$ cat src/hw/rtl/rrhl_pkg.sv
// Package with the widths, codes and control types of the handoff lock.
`default_nettype none
package rrhl_pkg;

    localparam int MAX_THREADS = 64;
    localparam int IDX_W       = 6;
    localparam int CNT_W       = 7;
    localparam int LIST_W      = 7;
    localparam int ID_W        = 8;
    localparam int OP_W        = 2;
    localparam int ST_W        = 3;

    localparam logic [OP_W-1:0] OP_LOCK    = 2'd0;
    localparam logic [OP_W-1:0] OP_TRYLOCK = 2'd1;
    localparam logic [OP_W-1:0] OP_UNLOCK  = 2'd2;

    localparam logic [ST_W-1:0] ST_GRANTED   = 3'd0;
    localparam logic [ST_W-1:0] ST_WAITING   = 3'd1;
    localparam logic [ST_W-1:0] ST_BUSY      = 3'd2;
    localparam logic [ST_W-1:0] ST_RANGE     = 3'd3;
    localparam logic [ST_W-1:0] ST_NOT_OWNER = 3'd4;
    localparam logic [ST_W-1:0] ST_RELEASED  = 3'd5;

    localparam logic [LIST_W-1:0] LIST_SIZE_RESET = 7'd64;

    typedef struct packed {
        logic load;
        logic exec;
        logic step;
        logic publish;
    } rrhl_cmd_t;

    typedef struct packed {
        logic need_scan;
        logic scan_done;
    } rrhl_sts_t;

endpackage
`default_nettype wire

$ cat src/hw/rtl/rrhl_if.sv
// Request and response channel interfaces of the handoff lock.
`default_nettype none
interface rrhl_req_if;
    import rrhl_pkg::*;
    logic            valid;
    logic            ready;
    logic [OP_W-1:0] operation;
    logic [ID_W-1:0] thread_id;

    modport source (output valid, output operation, output thread_id, input ready);
    modport sink   (input valid, input operation, input thread_id, output ready);
endinterface

interface rrhl_rsp_if;
    import rrhl_pkg::*;
    logic             valid;
    logic             ready;
    logic [ST_W-1:0]  status;
    logic             owner_valid;
    logic [IDX_W-1:0] owner_thread;
    logic             handed_off;

    modport source (output valid, output status, output owner_valid,
                    output owner_thread, output handed_off, input ready);
    modport sink   (input valid, input status, input owner_valid,
                    input owner_thread, input handed_off, output ready);
endinterface
`default_nettype wire

$ cat src/hw/rtl/rrhl_ctrl.sv
// Controller state machine of the handoff lock.
`default_nettype none
module rrhl_ctrl (
    input  logic                clk,
    input  logic                rst_n,
    input  logic                req_valid,
    output logic                req_ready,
    output logic                rsp_valid,
    input  logic                rsp_ready,
    output rrhl_pkg::rrhl_cmd_t cmd,
    input  rrhl_pkg::rrhl_sts_t sts
);
    import rrhl_pkg::*;

    typedef enum logic [3:0] {
        S_IDLE = 4'b0001,
        S_EXEC = 4'b0010,
        S_SCAN = 4'b0100,
        S_DONE = 4'b1000
    } ctrl_state_t;

    ctrl_state_t state_reg, state_next;
    logic        out_valid_reg, out_valid_next;
    logic        slot_free;

    assign slot_free = !out_valid_reg || rsp_ready;
    assign req_ready = (state_reg == S_IDLE);
    assign rsp_valid = out_valid_reg;

    always_comb
    begin
        state_next     = state_reg;
        out_valid_next = out_valid_reg && !rsp_ready;
        cmd            = '0;
        unique case (state_reg)
            S_IDLE:
            begin
                if (req_valid)
                begin
                    cmd.load   = 1'b1;
                    state_next = S_EXEC;
                end
            end
            S_EXEC:
            begin
                cmd.exec   = 1'b1;
                state_next = sts.need_scan ? S_SCAN : S_DONE;
            end
            S_SCAN:
            begin
                cmd.step = 1'b1;
                if (sts.scan_done)
                begin
                    state_next = S_DONE;
                end
            end
            S_DONE:
            begin
                if (slot_free)
                begin
                    cmd.publish    = 1'b1;
                    out_valid_next = 1'b1;
                    state_next     = S_IDLE;
                end
            end
            default:
            begin
                state_next = S_IDLE;
            end
        endcase
    end

    always_ff @(posedge clk or negedge rst_n)
    begin
        if (!rst_n)
        begin
            state_reg     <= S_IDLE;
            out_valid_reg <= 1'b0;
        end
        else
        begin
            state_reg     <= state_next;
            out_valid_reg <= out_valid_next;
        end
    end

endmodule
`default_nettype wire

$ cat src/hw/rtl/rrhl_dp.sv
// Datapath of the handoff lock: lock state, waiting flags, scan cursor, result.
`default_nettype none
module rrhl_dp (
    input  logic                         clk,
    input  logic                         rst_n,
    input  rrhl_pkg::rrhl_cmd_t          cmd,
    output rrhl_pkg::rrhl_sts_t          sts,
    input  logic                         cfg_wr_en,
    input  logic [rrhl_pkg::LIST_W-1:0]  cfg_wr_data,
    input  logic [rrhl_pkg::OP_W-1:0]    in_operation,
    input  logic [rrhl_pkg::ID_W-1:0]    in_thread_id,
    output logic [rrhl_pkg::ST_W-1:0]    status,
    output logic                         owner_valid,
    output logic [rrhl_pkg::IDX_W-1:0]   owner_thread,
    output logic                         handed_off
);
    import rrhl_pkg::*;

    logic [LIST_W-1:0]      list_size_reg, list_size_next;
    logic [OP_W-1:0]        op_reg, op_next;
    logic [ID_W-1:0]        id_reg, id_next;
    logic [IDX_W-1:0]       owner_reg, owner_next;
    logic                   present_reg, present_next;
    logic [CNT_W-1:0]       active_reg, active_next;
    logic [MAX_THREADS-1:0] flags_reg, flags_next;
    logic [IDX_W-1:0]       cand_reg, cand_next;
    logic [IDX_W-1:0]       remain_reg, remain_next;
    logic [ST_W-1:0]        status_reg, status_next;
    logic                   handed_reg, handed_next;
    logic [ST_W-1:0]        out_status_reg;
    logic                   out_owner_valid_reg;
    logic [IDX_W-1:0]       out_owner_reg;
    logic                   out_handed_reg;

    logic [CNT_W-1:0] usable;
    logic             id_ok;
    logic [IDX_W-1:0] id_idx;
    logic [CNT_W-1:0] id_plus;
    logic             owner_hit;
    logic [CNT_W-1:0] me_plus;
    logic [CNT_W-1:0] cand_plus;
    logic             flag_at_cand;

    always_comb
    begin
        usable = (list_size_reg > CNT_W'(MAX_THREADS)) ? CNT_W'(MAX_THREADS) : list_size_reg;
        id_ok        = id_reg < ID_W'(usable);
        id_idx       = id_reg[IDX_W-1:0];
        id_plus      = CNT_W'(id_idx) + CNT_W'(1);
        owner_hit    = present_reg && (id_reg == ID_W'(owner_reg));
        me_plus      = CNT_W'(owner_reg) + CNT_W'(1);
        cand_plus    = CNT_W'(cand_reg) + CNT_W'(1);
        flag_at_cand = flags_reg[cand_reg];
    end

    assign sts.need_scan = (op_reg == OP_UNLOCK) && owner_hit;
    assign sts.scan_done = (remain_reg == '0) || flag_at_cand;

    always_comb
    begin
        list_size_next = list_size_reg;
        op_next        = op_reg;
        id_next        = id_reg;
        owner_next     = owner_reg;
        present_next   = present_reg;
        active_next    = active_reg;
        flags_next     = flags_reg;
        cand_next      = cand_reg;
        remain_next    = remain_reg;
        status_next    = status_reg;
        handed_next    = handed_reg;

        if (cfg_wr_en)
        begin
            list_size_next = cfg_wr_data;
        end

        if (cmd.load)
        begin
            op_next = in_operation;
            id_next = in_thread_id;
        end

        if (cmd.exec)
        begin
            handed_next = 1'b0;
            status_next = ST_NOT_OWNER;
            unique case (op_reg)
                OP_LOCK, OP_TRYLOCK:
                begin
                    if (!id_ok)
                    begin
                        status_next = ST_RANGE;
                    end
                    else
                    begin
                        if (active_reg < id_plus)
                        begin
                            active_next = id_plus;
                        end
                        if (op_reg == OP_LOCK)
                        begin
                            flags_next[id_idx] = 1'b1;
                        end
                        if (owner_hit || !present_reg)
                        begin
                            present_next = 1'b1;
                            owner_next   = id_idx;
                            status_next  = ST_GRANTED;
                        end
                        else
                        begin
                            status_next = (op_reg == OP_LOCK) ? ST_WAITING : ST_BUSY;
                        end
                    end
                end
                OP_UNLOCK:
                begin
                    if (owner_hit)
                    begin
                        // The owner always sits below the active count, so the
                        // first candidate wraps with a single compare.
                        flags_next[owner_reg] = 1'b0;
                        present_next = 1'b0;
                        owner_next   = '0;
                        status_next  = ST_RELEASED;
                        cand_next    = (me_plus == active_reg) ? '0 : me_plus[IDX_W-1:0];
                        remain_next  = IDX_W'(active_reg - CNT_W'(1));
                    end
                end
                default:
                begin
                    status_next = ST_NOT_OWNER;
                end
            endcase
        end

        if (cmd.step && (remain_reg != '0))
        begin
            if (flag_at_cand)
            begin
                present_next = 1'b1;
                owner_next   = cand_reg;
                handed_next  = 1'b1;
            end
            else
            begin
                cand_next   = (cand_plus == active_reg) ? '0 : cand_plus[IDX_W-1:0];
                remain_next = remain_reg - IDX_W'(1);
            end
        end
    end

    always_ff @(posedge clk or negedge rst_n)
    begin
        if (!rst_n)
        begin
            list_size_reg <= LIST_SIZE_RESET;
            owner_reg     <= '0;
            present_reg   <= 1'b0;
            active_reg    <= '0;
            flags_reg     <= '0;
        end
        else
        begin
            list_size_reg <= list_size_next;
            owner_reg     <= owner_next;
            present_reg   <= present_next;
            active_reg    <= active_next;
            flags_reg     <= flags_next;
        end
    end

    always_ff @(posedge clk)
    begin
        op_reg     <= op_next;
        id_reg     <= id_next;
        cand_reg   <= cand_next;
        remain_reg <= remain_next;
        status_reg <= status_next;
        handed_reg <= handed_next;
        if (cmd.publish)
        begin
            out_status_reg      <= status_reg;
            out_owner_valid_reg <= present_reg;
            out_owner_reg       <= present_reg ? owner_reg : '0;
            out_handed_reg      <= handed_reg;
        end
    end

    assign status       = out_status_reg;
    assign owner_valid  = out_owner_valid_reg;
    assign owner_thread = out_owner_reg;
    assign handed_off   = out_handed_reg;

endmodule
`default_nettype wire

$ cat src/hw/rtl/round_robin_handoff_lock.sv
// Top level of the round-robin handoff lock.
//
//   Channel  Direction  Beat contents
//   req      in         operation (lock, trylock, unlock), thread_id
//   rsp      out        status, owner_valid, owner_thread, handed_off
//   cfg      in         list_size, written by cfg_wr_en / cfg_wr_data
//
// A lock or trylock beat goes from acceptance to a result in the output
// register through accept, execute and publish. An unlock by the owner
// adds a round-robin scan of the waiting-flag candidates between execute and
// publish. The scan reads one flag per cycle through a single cursor. Reset
// clears the owner, the active count and all waiting flags at once, and
// list_size returns to 64. A stalled response only blocks the publish step;
// the next request beat is still accepted and worked on while the previous
// result waits in the output register.
`default_nettype none
module round_robin_handoff_lock (
    input  logic                         clk,
    input  logic                         rst_n,
    rrhl_req_if.sink                     req,
    rrhl_rsp_if.source                   rsp,
    input  logic                         cfg_wr_en,
    input  logic [rrhl_pkg::LIST_W-1:0]  cfg_wr_data
);
    import rrhl_pkg::*;

    // Commands from the controller and status back from the datapath are the
    // only link between the two halves.
    rrhl_cmd_t cmd;
    rrhl_sts_t sts;

    rrhl_ctrl u_ctrl (
        .clk       (clk),
        .rst_n     (rst_n),
        .req_valid (req.valid),
        .req_ready (req.ready),
        .rsp_valid (rsp.valid),
        .rsp_ready (rsp.ready),
        .cmd       (cmd),
        .sts       (sts)
    );

    // The datapath holds the lock state, the waiting flags, the scan cursor
    // and the output register that carries the response payload.
    rrhl_dp u_dp (
        .clk          (clk),
        .rst_n        (rst_n),
        .cmd          (cmd),
        .sts          (sts),
        .cfg_wr_en    (cfg_wr_en),
        .cfg_wr_data  (cfg_wr_data),
        .in_operation (req.operation),
        .in_thread_id (req.thread_id),
        .status       (rsp.status),
        .owner_valid  (rsp.owner_valid),
        .owner_thread (rsp.owner_thread),
        .handed_off   (rsp.handed_off)
    );

endmodule
`default_nettype wire

$ cat src/flat_wrapper.sv
// flat-port wrapper written by rule: the top's interface ports become plain ports
module round_robin_handoff_lock_flat import rrhl_pkg::*;
  (clk, rst_n, cfg_wr_en, cfg_wr_data, req_valid, req_operation, req_thread_id, req_ready, rsp_valid, rsp_status, rsp_owner_valid, rsp_owner_thread, rsp_handed_off, rsp_ready);
  rrhl_req_if req_i ();
  rrhl_rsp_if rsp_i ();
  input  logic clk;
  input  logic rst_n;
  input  logic cfg_wr_en;
  input  logic [rrhl_pkg::LIST_W-1:0] cfg_wr_data;
  input wire logic [$bits(req_i.valid)-1:0] req_valid;
  input wire logic [$bits(req_i.operation)-1:0] req_operation;
  input wire logic [$bits(req_i.thread_id)-1:0] req_thread_id;
  output wire logic [$bits(req_i.ready)-1:0] req_ready;
  output wire logic [$bits(rsp_i.valid)-1:0] rsp_valid;
  output wire logic [$bits(rsp_i.status)-1:0] rsp_status;
  output wire logic [$bits(rsp_i.owner_valid)-1:0] rsp_owner_valid;
  output wire logic [$bits(rsp_i.owner_thread)-1:0] rsp_owner_thread;
  output wire logic [$bits(rsp_i.handed_off)-1:0] rsp_handed_off;
  input wire logic [$bits(rsp_i.ready)-1:0] rsp_ready;
  assign req_i.valid = req_valid;
  assign req_i.operation = req_operation;
  assign req_i.thread_id = req_thread_id;
  assign req_ready = req_i.ready;
  assign rsp_valid = rsp_i.valid;
  assign rsp_status = rsp_i.status;
  assign rsp_owner_valid = rsp_i.owner_valid;
  assign rsp_owner_thread = rsp_i.owner_thread;
  assign rsp_handed_off = rsp_i.handed_off;
  assign rsp_i.ready = rsp_ready;
  round_robin_handoff_lock u_core (.clk(clk), .rst_n(rst_n), .req(req_i), .rsp(rsp_i), .cfg_wr_en(cfg_wr_en), .cfg_wr_data(cfg_wr_data));
endmodule
$ cat config.mk
export PLATFORM = sky130hd
export DESIGN_NAME = round_robin_handoff_lock_flat
export DESIGN_NICKNAME = d
export VERILOG_FILES = /design/src/hw/rtl/rrhl_pkg.sv /design/src/hw/rtl/rrhl_if.sv /design/src/hw/rtl/rrhl_ctrl.sv /design/src/hw/rtl/rrhl_dp.sv /design/src/hw/rtl/round_robin_handoff_lock.sv /design/src/flat_wrapper.sv
export SDC_FILE = /design/constraint.sdc
export NUM_CORES = 1
export LEC_CHECK = 0
export BUFFER_PORTS_ARGS = -buffer_cell sky130_fd_sc_hd__buf_2
export CAP_MARGIN = 10
export CORE_UTILIZATION = 62
export CTS_CLUSTER_DIAMETER = 120
export DETAILED_ROUTE_END_ITERATION = 12
export GPL_TIMING_DRIVEN = 0
export PLACE_DENSITY_LB_ADDON = 0.05
export SLEW_MARGIN = 20
export SYNTH_ARGS = -nofsm -noshare
export SYNTH_HDL_FRONTEND = slang
export SYNTH_SLANG_ARGS = --single-unit
$ cat constraint.sdc
create_clock -name clk -period 2.55 [get_ports clk]
set_input_delay 0.255 -clock clk [delete_from_list [all_inputs] [get_ports clk]]
set_output_delay 0.255 -clock clk [all_outputs]
set_load 0.03 [all_outputs]
==> impl_metrics.toml <==
[floorplan]
die-area_um2 = 11400
core_area_um2 = 10500
ios = 35
row_count = 37
initial_core_util_pct = 65.0
die_y_um = 107
fp.dieW_um = 107

[pwr]
leakage_nw = 3.56
p_per_area_nw_per_um2 = 738
ir_drop_v = 0.000607

[synthesis]
synth-edff-count = 24
synthFlopType = "dfrtp_1"
synth_cell_types = 78
synth_cells = 652
synth_warnings = 0
syn_area_per_cell_um2 = 10.5
async_flop_share_pct = 70.9
synth_seq_cells = 127
netlist_area_um2 = 6830
syn_nets = 692
seq_area_frac_synth_pct = 47.4

[global_routing]
grt_pass1_wl_um = 29600
grt_use_total_pct = 34.9
gr-total-overflow = 0
grt_pass1_vias = 5734
grt_max_degree = 60
grt_antenna_before_repair = 0

[cells_and_area]
drive_gt1_share_pct = 25.2
final_util_pct = 80.5
largest_reg_flops = 64
synthToLayoutAreaGrowth_pct = 23.8
instances_no_fill = 898
postLayoutCellArea_um2 = 8460
fillers = 588
fin_nets = 789
diodes = 0

[worst_setup_path]
cpPeakStageDelay_ps = 470
crit_required_ps = 2960
crit_chain = "buf_6, or3b_1, a21o_1, a211oi_2, o211ai_1, buf_4, mux2i_1, o21ai_0, mux2_2"
cp_num_buf_inv = 2
reg2reg_depth = 9
cp_slowest_cell = "edfxtp_1"
cp.arrival_ps = 2980
crit_cells = 9
cpLargestDelayFamily = "compound AO/OA/AOI/OAI gates"
crit_type = "flop to flop"
end_kind = "flop"
start_kind = "flop"
critPathMaxFanout = 8

[outcome]
violations = "negative setup slack"
status = "complete, but fails checks"

[route]
route.detailed.drc = 0
drt_iter0_drc = 595
drtAntennaViolNets = 0
vias = 5813
drtPass1Iterations = 5
wl_per_cell_um = 21.6
vias_per_cell = 6.47
drt_wl_total_um = 19400

[timing]
min_period_ps = 2570
setup_ws_ps = -18.6
post-route-period-util_pct = 101
slew_violations = 0
hold_viol = 0
rsz0062_at_grt = "yes"
worst_pin_slew_ps = 892
clock_skew_ps = 15.5
timing.fmax_mhz = 389
setup_viol = 9
relSlewSlack_pct = 40.3

[placement]
hpwl_um = 12200
port-buffer-count = 33
dp_cells = 822
gp_congestion = 0.881
placed_area_um2 = 7200

[clock_network]
cts_tree = "built"
cts_max_level = 4
clk_path_buf_depth = 2
cts_buffers = 17
cts_sinks = 127
cts-root-buf = "clkbuf_8"
clk_latency_ps = 540
clk_pin_slew_worst_paths_ps = 60

[hold_path]
hold_class = "input port to flop"
holdPathStages = 3

[run]
cap_violations = 0
cells in the mapped netlist (3+ instances only):
cell type | number | area, µm²
nor2_1 | 32 | 120
dfxtp_1 | 13 | 260
xnor2_1 | 24 | 210
edfxtp_1 | 24 | 721
and2_1 | 8 | 50.1
mux4_1 | 4 | 105
a21oi_1 | 7 | 35.0
mux4_2 | 9 | 203
nor3_1 | 9 | 45.0
a211oi_1 | 4 | 30.0
o21ai_1 | 3 | 15.0
a221oi_1 | 3 | 26.3
xor2_1 | 9 | 78.8
nand2_1 | 44 | 165
nand2b_1 | 5 | 31.3
ha_1 | 18 | 225
o211ai_1 | 4 | 30.0
or2_2 | 4 | 25.0
buf_2 | 5 | 25.0
o2bb2ai_1 | 3 | 26.3
nand4_1 | 6 | 37.5
a211o_1 | 3 | 26.3
o21a_1 | 3 | 22.5
nand3b_1 | 5 | 37.5
or3_1 | 3 | 18.8
clkbuf_1 | 18 | 67.6
mux2i_1 | 13 | 130
dfrtp_1 | 88 | 2200
nand4b_1 | 4 | 35.0
nand3_1 | 21 | 105
a21o_1 | 4 | 30.0
o22ai_1 | 3 | 18.8
o21ai_0 | 138 | 691
inv_1 | 22 | 82.6
buf_6 | 5 | 56.3
mux2_2 | 17 | 191
nor2b_1 | 11 | 68.8
buf_1 | 6 | 22.5
and3_1 | 3 | 18.8
power by group:
part           switching, W  internal, W  leakage (nW)
Sequential         0.000173      0.00225          1.53
Clock              0.000891      0.00144         0.273
Combinational      0.000870     0.000614          1.76
metrics by stage:
step                power (W)  hold slack [ps]  setup TNS, ps  setup WS [ps]
CTS                   0.00607              103              0           14.5
global placement      0.00364              404         -16060           -300
floorplan             0.00333            -40.6              0           99.2
finish                0.00624             92.3          -98.1          -18.6
detailed placement    0.00369              232         -19650           -362
global route          0.00647              152          -3620           -126
tightest hold or removal path, cell delays in order:
cell and delay [ps]:
clkbuf_1 190, nand2_1 110, o21ai_0 70
worst paths after layout:
path | end | slack (ps) | from
setup / recovery | u_core.u_dp.owner_reg[1] | -20 | u_core.u_dp.id_reg[0]
hold / removal | u_core.u_dp.list_size_reg[6] | 90 | cfg_wr_en
setup reg to reg | u_core.u_dp.owner_reg[1] | -20 | u_core.u_dp.id_reg[0]
hold reg to reg | u_core.u_dp.status[1] | 420 | u_core.u_dp.status_reg[1]
max in group asynchronous | u_core.u_dp.flags_reg[13] | 1690 | rst_n
min in group asynchronous | u_core.u_dp.active_reg[5] | 200 | rst_n
what timing repair did:
action	in CTS	in global routing
hold buffers	20	0
setup endpoints to repair	86	89
pin swaps	9	17
resized for setup	32	79
endpoints found under the hold margin	48	0
buffers inserted	12	14
cell families after synthesis:
| group | count (synthesis) | share of synthesized area, % |
|---|---|---|
| xor gates and xnor gates | 35 | 4.89 |
| adders and majority gates | 18 | 3.30 |
| DFF | 127 | 47.4 |
| and+or+nand+nor | 175 | 14.0 |
| muxes | 43 | 9.21 |
| AOI/OAI and AO/OA | 196 | 17.0 |
| buffers and inverters | 58 | 4.23 |
per-layer routing:
layer / routed length [µm] / track usage, % / share of wire, % / vias up
met3: 1740 / 8.57 / 9.0 / 58
met5: 0 / 0 / 0 / -
met1: 7740 / 46.4 / 40 / 2874
li1: - / - / - / 2574
met2: 9430 / 55.2 / 49 / 307
met4: 524 / 13.9 / 2.7 / 0
placed cells by master, fill, tap and decap left out, types with 6 or more instances in the layout:
| cell | instances |
|---|---|
| buf_2 | 35 |
| clkbuf_1 | 15 |
| mux2i_1 | 13 |
| nor2b_1 | 10 |
| nor2_1 | 31 |
| buf_6 | 12 |
| buf_4 | 23 |
| o21ai_0 | 100 |
| and2_1 | 8 |
| o21ai_2 | 9 |
| buf_1 | 6 |
| nand2_1 | 37 |
| edfxtp_1 | 24 |
| nand3_1 | 15 |
| dfxtp_1 | 12 |
| mux4_2 | 9 |
| mux2_2 | 17 |
| ha_1 | 17 |
| xor2_1 | 9 |
| nand4_1 | 6 |
| nor3_1 | 8 |
| inv_1 | 22 |
| dlygate4sd3_1 | 20 |
| clkbuf_16 | 16 |
| dfrtp_1 | 86 |
| o21ai_1 | 33 |
| a21oi_1 | 6 |
| xnor2_1 | 19 |
area by class of cell:
class	count	area, µm²	share of cell area [%]
Sequential cell	127	3240	38.3
Tap cell	136	170	2.01
Timing Repair Buffer	80	618	7.31
Multi-Input combinational cell	467	3550	42.0
Buffer	34	229	2.71
Clock buffer	23	457	5.40
Clock inverter	9	109	1.29
Inverter	22	82.6	0.976
(Power assumes the default switching activity.)
